**src/fcq_pkg.sv**
```systemverilog
// fcq_pkg: shared types and codes for the countdown queue.
// Record layout, cell control bundle, opcodes and status codes.
// No dependencies.
package fcq_pkg;

    typedef struct packed {
        logic [15:0] id;
        logic [15:0] count;
        logic [7:0]  kind;
        logic [15:0] version;
    } rec_t;

    typedef struct packed {
        logic shift;
        logic enq;
        logic dec;
        rec_t entry;
    } ctrl_t;

    localparam logic [1:0] OP_ENQ = 2'd0;
    localparam logic [1:0] OP_DEC = 2'd1;
    localparam logic [1:0] OP_DEQ = 2'd2;

    localparam logic [1:0] ST_OK    = 2'd0;
    localparam logic [1:0] ST_EMPTY = 2'd1;
    localparam logic [1:0] ST_FULL  = 2'd2;

endpackage

```
**src/fcq_cell.sv**
```systemverilog
// fcq_cell: one slot of the shifting queue; holds a record and its valid flag.
// Takes its neighbor's record on a shift, loads a new record when it is the first free slot,
// and decrements its count when dec_en is set. Depends on fcq_pkg.
module fcq_cell
    import fcq_pkg::*;
(
    input  logic  aclk,
    input  logic  aresetn,
    input  ctrl_t ctrl,
    input  logic  dec_en,
    input  logic  prev_valid,
    input  logic  nb_valid,
    input  rec_t  nb_rec,
    output logic  valid_o,
    output rec_t  rec_o
);

    logic valid_reg, valid_next;
    rec_t rec_reg, rec_next;

    always_comb begin
        valid_next = valid_reg;
        rec_next   = rec_reg;
        if (ctrl.shift) begin
            valid_next = nb_valid;
            rec_next   = nb_rec;
        end else if (ctrl.enq && !valid_reg && prev_valid) begin
            valid_next = 1'b1;
            rec_next   = ctrl.entry;
        end else if (dec_en) begin
            rec_next.count = rec_reg.count - 16'd1;
        end
    end

    always_ff @(posedge aclk) begin
        if (!aresetn) begin
            valid_reg <= 1'b0;
        end else begin
            valid_reg <= valid_next;
        end
    end

    always_ff @(posedge aclk) begin
        rec_reg <= rec_next;
    end

    assign valid_o = valid_reg;
    assign rec_o   = rec_reg;

endmodule

```
**src/fifo_countdown_queue.sv**
```systemverilog
// fifo_countdown_queue: record queue with enqueue, dequeue and head countdown.
// Row of fcq_cell slots, head in slot 0, plus a result register. Uses fcq_pkg.
//
//  channel | dir | ports                                      | transfer
//  s_      | in  | opcode, entry_id/count/type/version        | s_valid & s_ready
//  m_      | out | status, out_*, remaining, head_id, is_empty | m_valid & m_ready
//
// Each item passes S_IDLE, which accepts it and updates the cell row, then S_FIN, which
// reads slot 0 for the head id and loads the result register.
// The result register frees the input side; a stalled result holds only the
// S_FIN step of the next item.
// Reset (aresetn low, synchronous) empties the queue and drops any pending result.
module fifo_countdown_queue
    import fcq_pkg::*;
#(
    parameter int DEPTH = 16
) (
    input  logic        aclk,
    input  logic        aresetn,
    input  logic        s_valid,
    output logic        s_ready,
    input  logic [1:0]  s_opcode,
    input  logic [15:0] s_entry_id,
    input  logic [15:0] s_entry_count,
    input  logic [7:0]  s_entry_type,
    input  logic [15:0] s_entry_version,
    output logic        m_valid,
    input  logic        m_ready,
    output logic [1:0]  m_status,
    output logic [15:0] m_out_id,
    output logic [15:0] m_out_count,
    output logic [7:0]  m_out_type,
    output logic [15:0] m_out_version,
    output logic [15:0] m_remaining,
    output logic [15:0] m_head_id,
    output logic        m_is_empty
);

    localparam logic S_IDLE = 1'b0;
    localparam logic S_FIN  = 1'b1;

    logic state_reg, state_next;

    logic [1:0] st_reg, st_next;
    rec_t       orec_reg, orec_next;
    logic [15:0] rem_reg, rem_next;

    logic        m_valid_reg, m_valid_next;
    logic [1:0]  m_status_reg;
    rec_t        m_rec_reg;
    logic [15:0] m_rem_reg;
    logic [15:0] m_head_reg;
    logic        m_empty_reg;

    logic [DEPTH-1:0] valid_w;
    rec_t             rec_w [DEPTH];
    ctrl_t            ctrl;
    logic             accept;
    logic             load_out;

    assign accept   = s_valid && s_ready;
    assign s_ready  = (state_reg == S_IDLE);
    assign load_out = (state_reg == S_FIN) && (!m_valid_reg || m_ready);

    always_comb begin
        ctrl.shift         = 1'b0;
        ctrl.enq           = 1'b0;
        ctrl.dec           = 1'b0;
        ctrl.entry.id      = s_entry_id;
        ctrl.entry.count   = s_entry_count;
        ctrl.entry.kind    = s_entry_type;
        ctrl.entry.version = s_entry_version;
        st_next   = st_reg;
        orec_next = orec_reg;
        rem_next  = rem_reg;
        if (accept) begin
            st_next   = ST_OK;
            orec_next = '0;
            rem_next  = '0;
            case (s_opcode)
                OP_ENQ: begin
                    if (valid_w[DEPTH-1]) begin
                        st_next = ST_FULL;
                    end else begin
                        ctrl.enq = 1'b1;
                    end
                end
                OP_DEC: begin
                    if (!valid_w[0]) begin
                        st_next = ST_EMPTY;
                    end else if (rec_w[0].count <= 16'd1) begin
                        ctrl.shift = 1'b1;
                    end else begin
                        ctrl.dec = 1'b1;
                        rem_next = rec_w[0].count - 16'd1;
                    end
                end
                OP_DEQ: begin
                    if (!valid_w[0]) begin
                        st_next = ST_EMPTY;
                    end else begin
                        ctrl.shift = 1'b1;
                        orec_next  = rec_w[0];
                    end
                end
                default: begin
                end
            endcase
        end
    end

    always_comb begin
        state_next = state_reg;
        case (state_reg)
            S_IDLE: begin
                if (accept) begin
                    state_next = S_FIN;
                end
            end
            S_FIN: begin
                if (load_out) begin
                    state_next = S_IDLE;
                end
            end
            default: state_next = S_IDLE;
        endcase
    end

    always_comb begin
        m_valid_next = m_valid_reg;
        if (load_out) begin
            m_valid_next = 1'b1;
        end else if (m_ready) begin
            m_valid_next = 1'b0;
        end
    end

    always_ff @(posedge aclk) begin
        if (!aresetn) begin
            state_reg   <= S_IDLE;
            m_valid_reg <= 1'b0;
        end else begin
            state_reg   <= state_next;
            m_valid_reg <= m_valid_next;
        end
    end

    always_ff @(posedge aclk) begin
        st_reg   <= st_next;
        orec_reg <= orec_next;
        rem_reg  <= rem_next;
        if (load_out) begin
            m_status_reg <= st_reg;
            m_rec_reg    <= orec_reg;
            m_rem_reg    <= rem_reg;
            m_head_reg   <= valid_w[0] ? rec_w[0].id : 16'd0;
            m_empty_reg  <= !valid_w[0];
        end
    end

    for (genvar i = 0; i < DEPTH; i++) begin : g_cell
        logic prev_v;
        logic nb_v;
        rec_t nb_r;
        logic dec_e;

        if (i == 0) begin : g_head
            assign prev_v = 1'b1;
            assign dec_e  = ctrl.dec;
        end else begin : g_body
            assign prev_v = valid_w[i-1];
            assign dec_e  = 1'b0;
        end

        if (i == DEPTH - 1) begin : g_tail
            assign nb_v = 1'b0;
            assign nb_r = '0;
        end else begin : g_link
            assign nb_v = valid_w[i+1];
            assign nb_r = rec_w[i+1];
        end

        fcq_cell u_cell (
            .aclk       (aclk),
            .aresetn    (aresetn),
            .ctrl       (ctrl),
            .dec_en     (dec_e),
            .prev_valid (prev_v),
            .nb_valid   (nb_v),
            .nb_rec     (nb_r),
            .valid_o    (valid_w[i]),
            .rec_o      (rec_w[i])
        );
    end

    assign m_valid       = m_valid_reg;
    assign m_status      = m_status_reg;
    assign m_out_id      = m_rec_reg.id;
    assign m_out_count   = m_rec_reg.count;
    assign m_out_type    = m_rec_reg.kind;
    assign m_out_version = m_rec_reg.version;
    assign m_remaining   = m_rem_reg;
    assign m_head_id     = m_head_reg;
    assign m_is_empty    = m_empty_reg;

`ifndef ASSERT_OFF
    a_thermometer: assert property (@(posedge aclk) disable iff (!aresetn)
        (valid_w[DEPTH-1:1] & ~valid_w[DEPTH-2:0]) == '0)
        else $error("occupied slots are not contiguous from the head");

    a_enq_grows: assert property (@(posedge aclk) disable iff (!aresetn)
        (accept && s_opcode == OP_ENQ && !valid_w[DEPTH-1])
        |=> $countones(valid_w) == $past($countones(valid_w)) + 1)
        else $error("enqueue transfer did not add one record");

    a_empty_flag: assert property (@(posedge aclk) disable iff (!aresetn)
        (m_valid && m_status == ST_EMPTY) |-> m_is_empty)
        else $error("empty status reported with records present");
`endif

endmodule

```
**config.mk**
```make
export PLATFORM = sky130hd
export DESIGN_NAME = fifo_countdown_queue
export DESIGN_NICKNAME = d
export VERILOG_FILES = /design/src/fcq_pkg.sv /design/src/fcq_cell.sv /design/src/fifo_countdown_queue.sv
export SDC_FILE = /design/constraint.sdc
export NUM_CORES = 1
export LEC_CHECK = 0
export ABC_AREA = 1
export ABC_CLOCK_PERIOD_IN_PS = 9700
export BUFFER_PORTS_ARGS = -buffer_cell sky130_fd_sc_hd__buf_2
export CAP_MARGIN = 20
export CELL_PAD_IN_SITES_DETAIL_PLACEMENT = 2
export CELL_PAD_IN_SITES_GLOBAL_PLACEMENT = 2
export CORE_ASPECT_RATIO = 1.2
export CORE_UTILIZATION = 42
export DETAILED_ROUTE_END_ITERATION = 8
export GPL_ROUTABILITY_DRIVEN = 0
export HOLD_SLACK_MARGIN = 0.02
export PLACE_DENSITY = 0.79
export REMOVE_ABC_BUFFERS = 1
export SLEW_MARGIN = 20
export SYNTH_ARGS = -nofsm -noshare
export SYNTH_HDL_FRONTEND = slang
export SYNTH_SLANG_ARGS = --single-unit
```
**constraint.sdc**
```tcl
create_clock -name aclk -period 9.7 [get_ports aclk]
set_input_delay 2.425 -clock aclk [delete_from_list [all_inputs] [get_ports aclk]]
set_output_delay 2.425 -clock aclk [all_outputs]
set_load 0.02 [all_outputs]
```
After elaboration in Yosys (flattened, before gate mapping). Index checks and enable logic that the tools add are counted.

Add/sub/neg operators: 1. $lt $le $gt $ge: 1. Equal/unequal tests: 2. Multiplexer cells: 109. Bitwise operators: 4. Reductions and logical operators: 73.

Operators with widths (number): 56-bit two-way mux (15); 16-bit two-way mux (31); 24-bit two-way mux (15); 1-bit two-way mux (43); 1-bit logical AND (33); 2-bit nonzero test (16); 1-bit logical NOT (17); 16-bit by 1-bit <= comparator with 1-bit output (second input constant) (1); 16-bit by 1-bit subtractor with 16-bit output (second input constant) (1); 1-bit NOT (4); 1-bit one-hot mux with 2 select lines (2); 2-bit one-hot mux with 2 select lines (1); 2-bit OR reduction (2); 3-bit two-way mux (1); 3-bit nonzero test (1); 3-bit OR reduction (1); 2-bit by 1-bit equality test with 1-bit output (second input constant) (1); 2-bit equality test (second input constant) (1); 2-bit logical NOT (1); 2-bit two-way mux (1); 2-bit AND reduction (1); 1-bit logical OR (1).

Flip-flop bits (word level): 1079. Input port bits: 62. Output and inout port bits: 93. Word-level logic and storage cells: 286.

Depth between registers and ports, before layout. Gate-level depths: netlist (run 1).

Word-level depth: 9. Mapped depth: 15. Depth with buffers taken out: 12.

By module. Synthesis (run 1) repeated with hierarchy kept, for this count alone.

Cell total of the unflattened synthesis: 6255. Area total of the unflattened synthesis: 55091.6 sq um.

By module, submodules not included: fcq_cell at g_cell[1].u_cell ... (instances 9, cells each 363, area an instance 3067.9 sq um, seq. area each 1701.6 sq um); fcq_cell at g_cell[0].u_cell ... (instances 7, cells each 363, area an instance 3032.9 sq um, seq. area each 1701.6 sq um); fifo_countdown_queue (instances 1, cells each 447, area an instance 6249.7 sq um, seq. area each 4994.8 sq um).

Worst setup path before layout (run 1). No wires, ideal clock.

Kind: input -> register. From: input port m_ready. To: register m_head_reg[0], in the netlist m_head_id[0], enable pin. Setup time: 0.573 ns. Arrival time: 6.873 ns. Required time: 9.127 ns. Slack: 2.254 ns. Stages on the path: 2. Path buffers: 0. Cells stage by stage: inv_1 a21oi_1.

Cells in the longest elaborated chain, start to end: 2.

RTL lines: start, declared (RTL line fifo_countdown_queue.sv:28) `input logic m_ready,`; 1-bit logical OR (RTL line fifo_countdown_queue.sv:63) `assign load_out = (state_reg == S_FIN) && (!m_valid_reg || m_ready);`; 1-bit logical AND (RTL line fifo_countdown_queue.sv:63); named net load_out (RTL line fifo_countdown_queue.sv:59) `logic load_out;`; end signal, assigned (RTL line fifo_countdown_queue.sv:156) `m_head_reg <= valid_w[0] ? rec_w[0].id : 16'd0;`; end, declared (RTL line fifo_countdown_queue.sv:52) `logic [15:0] m_head_reg;`.

The timed path passes the listed nets, and every way through them passes these cells. A chain may end at the register's enable or synchronous reset.

==> reports/metrics.csv, run 1 <==
stage,metric,value,unit
drt,drt_iter0_drc,1769,
floorplanning,start_util,0.4253,
sta,period_needed,6191,ps
synthesis,synthMuxAreaShare,0,
drt,drt.antenna.violating_nets,0,
clock_network,htreeDepth,3,
global_route,antenna_found_initial,6,
sta,fin_skew,26.41,ps
sta,slew_violations,0,
setup_path,crit_fanout,181,
global_route,grt_pass1_vias,30180,
clock_network,cts_made_buffers,113,
layout,largest_register_ff_count,896,
synthesis,postSynthAreaPerCell,11.66,um2
pwr,vdd_drop_max,0.0001525,V
drt,dr.pass1.iters,5,
synthesis,synthDistinctLibCells,27,
clock_network,cts_tree,done,
sta,setup_viol,0,
status,outcome,completed,
clock_network,cts_buffer_depth,3,
drt,wire_per_inst,26.11,um
sta,worst_pin_slew,1062,ps
synthesis,yosysWarnings,0,
layout,nFillCells,9732,
clock_network,clock-root-buffer,clkbuf_16,
clock_network,cts.reportedPaths.clkPinSlew,60,ps
pwr,power.leakage,17.68,nW
synthesis,synth_compound_area_frac,0.01052,
layout,fin_nets,3772,
pwr,power_density,213.2,mW/mm2
layout,area_growth,13.07,%
synthesis,synth_xor_area_frac,0.001252,
setup_path,cp.required,10070,ps
setup_path,arrival,6560,ps
floorplanning,core,0.09869,mm2
place,port_buffers,154,
global_route,grt_pass1_wl,196300,um
job,max-cap-violations,0,
clock_network,post_cts_buffers,0,
synthesis,netlist_area,0.04197,mm2
synthesis,yosys.area.top_type,edfxtp_1,
floorplanning,row_count,126,
worst_hold_path,min_path_type,reg2reg,
clock_network,cts.repair.resized,0,
synthesis,synth_top_area_frac,0.7191,
floorplanning,dieWidth,290.6,um
sta,rsz0062_at_grt,no,
drt,post-route-drc-count,0,
clock_network,worstSkewPairLatency,690,ps
sta,fmax,161.5,MHz
setup_path,startpoint_type,input pin,
clock_network,cts-hold-fix-buffers,0,
clock_network,clkSinkCount,1079,
sta,finalCritPeriodShare,0.6382,
global_route,grt_max_degree,182,
setup_path,crit_type,in2reg,
synthesis,ys_seq_area_frac,0.7544,
global_route,grt_usage,0.2617,
pwr,p_total,10.12,mW
floorplanning,die_area,0.1012,mm2
sta,relSlewSlack,0.2920,
drt,vias,27130,
sta,finalHoldViolations,0,
layout,layout-drive-gt1-share,0.1010,
floorplanning,io_pins,155,
synthesis,synth-seq-cells,1079,
global_route,overflow,0,
synthesis,synth_area_leaders,"edfxtp_1 72%, nand2_1 17%, dfxtp_1 3.5%",
setup_path,critPathCaptureType,flop,
synthesis,synthAdderAreaFrac,0.001789,
synthesis,synthCells,3599,
drt,vias_per_cell,5.335,
synthesis,synth_top_family_by_area,simple AND/OR/NAND/NOR gates,
drt,drt-total-wl,132800,um
place,dp_hpwl,70040,um
floorplanning,die_y,348.3,um
sta,timing.hold.ws,420.0,ps
synthesis,yosys.area_share.simple,0.1937,
[logic make-up (layout without fill, tap and decap cells)]
kind of cell | Yosys count | count (layout)
XOR/XNOR | 6 | 6
other | 0 | 2
adder cells (fa/ha/maj) | 6 | 6
flip-flops | 1079 | 1079
AO/OA/AOI/OAI | 81 | 81
buffers and inverters | 306 | 510
AND/OR/NAND/NOR | 2121 | 2121
[cells in the mapped netlist]
master and count:
nand2_1 1884, edfxtp_1 1005, nor2_1 119, buf_2 114
nand3_1 108, inv_1 105, dfxtp_1 74, a21oi_1 65
buf_6 38, clkbuf_1 34, o211ai_1 12, buf_4 9
ha_1 6, xor2_1 5, buf_1 4, or2_0 4
inv_2 2, o21ai_0 2, a21boi_0 1, nand2_2 1
nand2_4 1, nand4_1 1, nor2_2 1, nor3_1 1
nor3_2 1, o2111ai_1 1, xnor2_1 1
[worst paths after layout]
kind | from | to | slack [ps] | cells after the start
worst max-delay path | s_opcode[0] | g_cell[2].u_cell.rec_o[50] | 3510 | 10
worst min register to register | orec_reg[27] | m_out_count[3] | 420 | 0
worst max register to register | g_cell[0].u_cell.valid_o | g_cell[2].u_cell.rec_o[50] | 5330 | 7
worst min-delay path | orec_reg[27] | m_out_count[3] | 420 | 0
[final cells by class]
type	count	area, um2	area share
sequential	1079	31660	0.6673
clock inverter	49	548.0	0.01155
timing repair buffer	189	1109	0.02336
inverter	107	416.7	0.008780
clock buffer	165	3248	0.06845
multi-input combinational	2214	8861	0.1867
tap	1280	1602	0.03375
antenna	2	5.005	0.0001055
[critical path, stage by stage]
cell,delay [ps]
buf_2,120
inv_1,70
ha_1,230
nand2_4,720
nand2_2,470
nand2_8,690
clkinv_8,810
buf_4,570
nand2_1,150
nand2_1,150
[cells in the final DEF, fill, tap and decap left out, types with 2 or more instances in the layout]
cell type and n:
clkinv_1 11, clkbuf_8 14, nor2_1 119, buf_12 6, inv_6 3, nand3_1 108
nand2_8 2, clkbuf_1 34, buf_4 29, o21ai_0 2, xor2_1 5, inv_1 104
o211ai_1 12, clkbuf_16 117, ha_1 6, diode_2 2, edfxtp_1 1005, a21oi_1 64
nand2_1 1867, dfxtp_1 73, clkinvlp_4 2, nand2_4 16, bufinv_16 12, or2_0 4
buf_2 154, clkinv_2 21
[per-layer routing]
metal,routed length [um],part of all wire,global-route usage
met1,52350,0.39,0.3154
met2,70850,0.53,0.4805
met3,6138,0.046,0.03891
met4,3416,0.026,0.07947
met5,20,0.00015,0
[per-stage QoR]
step / utilization / worst slack, ps / std cells / setup TNS (ps) / area, um2
final: 0.4808 / 3509 / 5085 / 0 / 47450
after CTS: 0.4806 / 3612 / 5083 / 0 / 47430
after global routing: 0.4808 / 3231 / 5085 / 0 / 47450
after detailed placement: 0.4422 / 2913 / 4869 / 0 / 43640
after floorplan: - / -1854 / 3400 / -1625530 / 40760
after global placement: 0.4422 / 3185 / 4869 / 0 / 43640
[power by group]
part / leakage, nW / internal (mW) / switching [mW] / total [mW]
Clock: 1.87 / 2.64 / 1.92 / 4.55
Combinational: 6.05 / 0.0847 / 0.283 / 0.368
Sequential: 9.76 / 5.16 / 0.0307 / 5.19
Total: 17.7 / 7.88 / 2.23 / 10.1
(Power assumes the default switching activity.)
==> inputs of run 2 (changes only) <==
--- a/config.mk
+++ b/config.mk
@@ -6,17 +6,17 @@
 export NUM_CORES = 1
 export LEC_CHECK = 0
 export ABC_AREA = 1
-export ABC_CLOCK_PERIOD_IN_PS = 9700
+export ABC_CLOCK_PERIOD_IN_PS = 5300
 export BUFFER_PORTS_ARGS = -buffer_cell sky130_fd_sc_hd__buf_2
 export CAP_MARGIN = 20
 export CELL_PAD_IN_SITES_DETAIL_PLACEMENT = 2
 export CELL_PAD_IN_SITES_GLOBAL_PLACEMENT = 2
 export CORE_ASPECT_RATIO = 1.2
-export CORE_UTILIZATION = 42
+export CORE_UTILIZATION = 38
 export DETAILED_ROUTE_END_ITERATION = 8
 export GPL_ROUTABILITY_DRIVEN = 0
 export HOLD_SLACK_MARGIN = 0.02
-export PLACE_DENSITY = 0.79
+export PLACE_DENSITY = 0.76
 export REMOVE_ABC_BUFFERS = 1
 export SLEW_MARGIN = 20
 export SYNTH_ARGS = -nofsm -noshare
==> constraint.sdc (replaced) <==
create_clock -name aclk -period 5.3 [get_ports aclk]
set_input_delay 1.325 -clock aclk [delete_from_list [all_inputs] [get_ports aclk]]
set_output_delay 1.325 -clock aclk [all_outputs]
set_load 0.02 [all_outputs]
==> run 2 against run 1 <==
Net effect: combinational power is 79% higher; largest power group unchanged; first-iteration DRC count is 14% lower; sequential power is 83% higher; final cell count is 2.6% higher; utilization is 4.7 points lower; non-clock buffer count stayed put; highest routed layer unchanged; setup slack worse by 1800 ps; via count is 2.2% lower.
==> reports/metrics.csv, run 2 (same netlist as run 1, synthesis figures left out) <==
stage,metric,value,unit,change
status,outcome,completed,,
drt,drt_iter0_drc,1523,,-14%
job,max-cap-violations,0,,unchanged
sta,relSlewSlack,0.2550,,-0.03703
clock_network,worstSkewPairLatency,730,ps,+40 ps
pwr,vdd_drop_max,0.0002376,V,+56%
setup_path,startpoint_type,input pin,,
sta,fin_skew,35.43,ps,+9.012 ps
sta,finalHoldViolations,0,,unchanged
clock_network,cts.repair.resized,0,,unchanged
setup_path,startpoint,s_opcode[0],,
drt,route.layer.met1.wl,48740,um,-6.9%
layout,largest_register_ff_count,896,,unchanged
layout,area_growth,13.19,%,
place,port_buffers,154,,unchanged
drt,route.met3.wl,4356,um,-29%
layout,fin_nets,3771,,-0.027%
drt,drt.antenna.violating_nets,0,,unchanged
sta,worst_pin_slew,1118,ps,+55.54 ps
place,dp_hpwl,69390,um,-0.93%
drt,dr_wl_met2,64460,um,-9.0%
clock_network,cts.reportedPaths.clkPinSlew,60,ps,about the same
clock_network,clkSinkCount,1079,,unchanged
setup_path,crit_type,in2reg,,
sta,fmax,276.0,MHz,
floorplanning,die_y,366.1,um,+5.1%
drt,dr.pass1.iters,5,,unchanged
pwr,switching_share,0.2203,,-0.0004310
layout,final_util,0.4339,,-0.04697
global_route,grt_pass1_vias,29590,,-2.0%
global_route,antenna_found_initial,4,,-2
layout,fin_cells,5216,,+2.6%
global_route,grt_usage,0.2154,,-0.04625
clock_network,htreeDepth,3,,unchanged
drt,wire_per_inst,23.21,um,-11%
sta,fin_setup_tns,0,ps,unchanged
sta,rsz0062_at_grt,no,,
clock_network,clock-root-buffer,clkbuf_16,,
setup_path,arrival,4170,ps,-2390 ps
layout,layout-drive-gt1-share,0.09795,,-0.003027
layout,mostFrequentLayoutCells,"1867 x nand2_1, 1005 x edfxtp_1, 154 x buf_2",,
floorplanning,start_util,0.3833,,-0.04198
setup_path,critPathCaptureType,flop,,
global_route,grt_max_degree,109,,-40%
sta,setup_viol,0,,unchanged
pwr,power_density,378.8,mW/mm2,+78%
pwr,p_clk_frac,0.436,,-0.014
clock_network,cts_tree,done,,
sta,finalCritPeriodShare,0.6835,,
drt,post-route-drc-count,0,,unchanged
drt,top_layer,met5,,
floorplanning,io_pins,155,,unchanged
setup_path,rr_startpoint,g_cell[0].u_cell.rec_o[24],,
worst_hold_path,hold_path_startpoint,orec_reg[7],,
drt,vias_per_cell,5.084,,-4.7%
pwr,p_total,18.00,mW,+78%
sta,slew_violations,0,,unchanged
drt,drt-total-wl,121000,um,-8.8%
pwr,p_sw,3.964,mW,+78%
clock_network,cts-hold-fix-buffers,0,,unchanged
pwr,internal-power,14.03,mW,+78%
clock_network,post_cts_buffers,0,,unchanged
layout,final_area,0.04751,mm2,+0.11%
sta,period_needed,3623,ps,
setup_path,crit_fanout,108,,-40%
place,postPlaceCellArea,0.04391,mm2,+0.63%
pwr,p_comb_frac,0.037,,about the same
floorplanning,row_count,133,,+5.6%
clock_network,cts_made_buffers,112,,-0.88%
floorplanning,dieWidth,305.4,um,+5.1%
floorplanning,core,0.1095,mm2,+11%
place,placed_cells,5005,,+2.8%
global_route,grt_pass1_wl,181700,um,-7.5%
pwr,power.leakage,17.61,nW,-0.39%
pwr,sequentialPowerShare,0.528,,+0.015
layout,final_common_cell,nand2_1,,
floorplanning,die_area,0.1118,mm2,+10%
clock_network,cts_buffer_depth,3,,unchanged
setup_path,cp.required,5850,ps,-4220 ps
worst_hold_path,min_path_type,reg2reg,,
drt,vias,26520,,-2.2%
global_route,overflow,0,,unchanged
==> run 2: cell count changes in the layout (fill, tap and decap cells not counted), sizes merged <==
cell	previous run	this run
clkbuf	165	153
clkinv	33	46
inv	109	110
bufinv	12	7
clkinvlp	2	0
diode	2	1
==> run 2: power groups by stage <==
stage / Clock, mW / Sequential, mW / Combinational (mW)
floorplan: 0 / 9.73 / 0.316
global placement: 0 / 9.67 / 0.607
detailed placement: 0 / 9.68 / 0.661
CTS: 8.01 / 9.50 / 0.675
global route: 8.28 / 9.50 / 0.725
finish: 7.84 / 9.50 / 0.659
==> run 2: worst paths after layout <==
path,endpoint,slack (ps),cells after the start
setup / recovery,g_cell[2].u_cell.rec_o[48],1680,10
hold / removal,m_out_version[7],410,0
setup reg to reg,g_cell[2].u_cell.rec_o[48],1780,13
hold reg to reg,m_out_version[7],410,0
==> run 2: per-layer routing <==
| metal | global-route usage | vias to the layer above |
|---|---|---|
| met4 | 0.07199 | 2 |
| met2 | 0.3987 | 534 |
| li1 | - | 12070 |
| met1 | 0.2564 | 13720 |
| met5 | 0 | - |
| met3 | 0.02632 | 188 |
==> run 2: metrics by stage <==
step	setup WS, ps	hold slack (ps)
3_5_place_dp	1017	407.0
2_1_floorplan	-5154	400.3
6_report	1677	411.1
3_3_place_gp	1125	400.9
4_1_cts	1743	409.0
5_1_grt	1523	408.1
==> run 2: final cells by class <==
cell class	count	area, um2
Inverter	107	411.6
Sequential cell	1079	31660
Clock buffer	153	3109
Antenna cell	1	2.502
Timing Repair Buffer	189	1234
Clock inverter	56	451.7
Multi-Input combinational cell	2214	8861
Tap cell	1417	1773
Fill cell	11150	61990
==> run 2: critical path, stage by stage <==
cell and delay (ps):
buf_2 110, inv_1 80, ha_1 280, inv_1 50, nor2_1 370, nand2_8 470, inv_8 630, buf_12 430
nand2_1 160, nand2_1 110
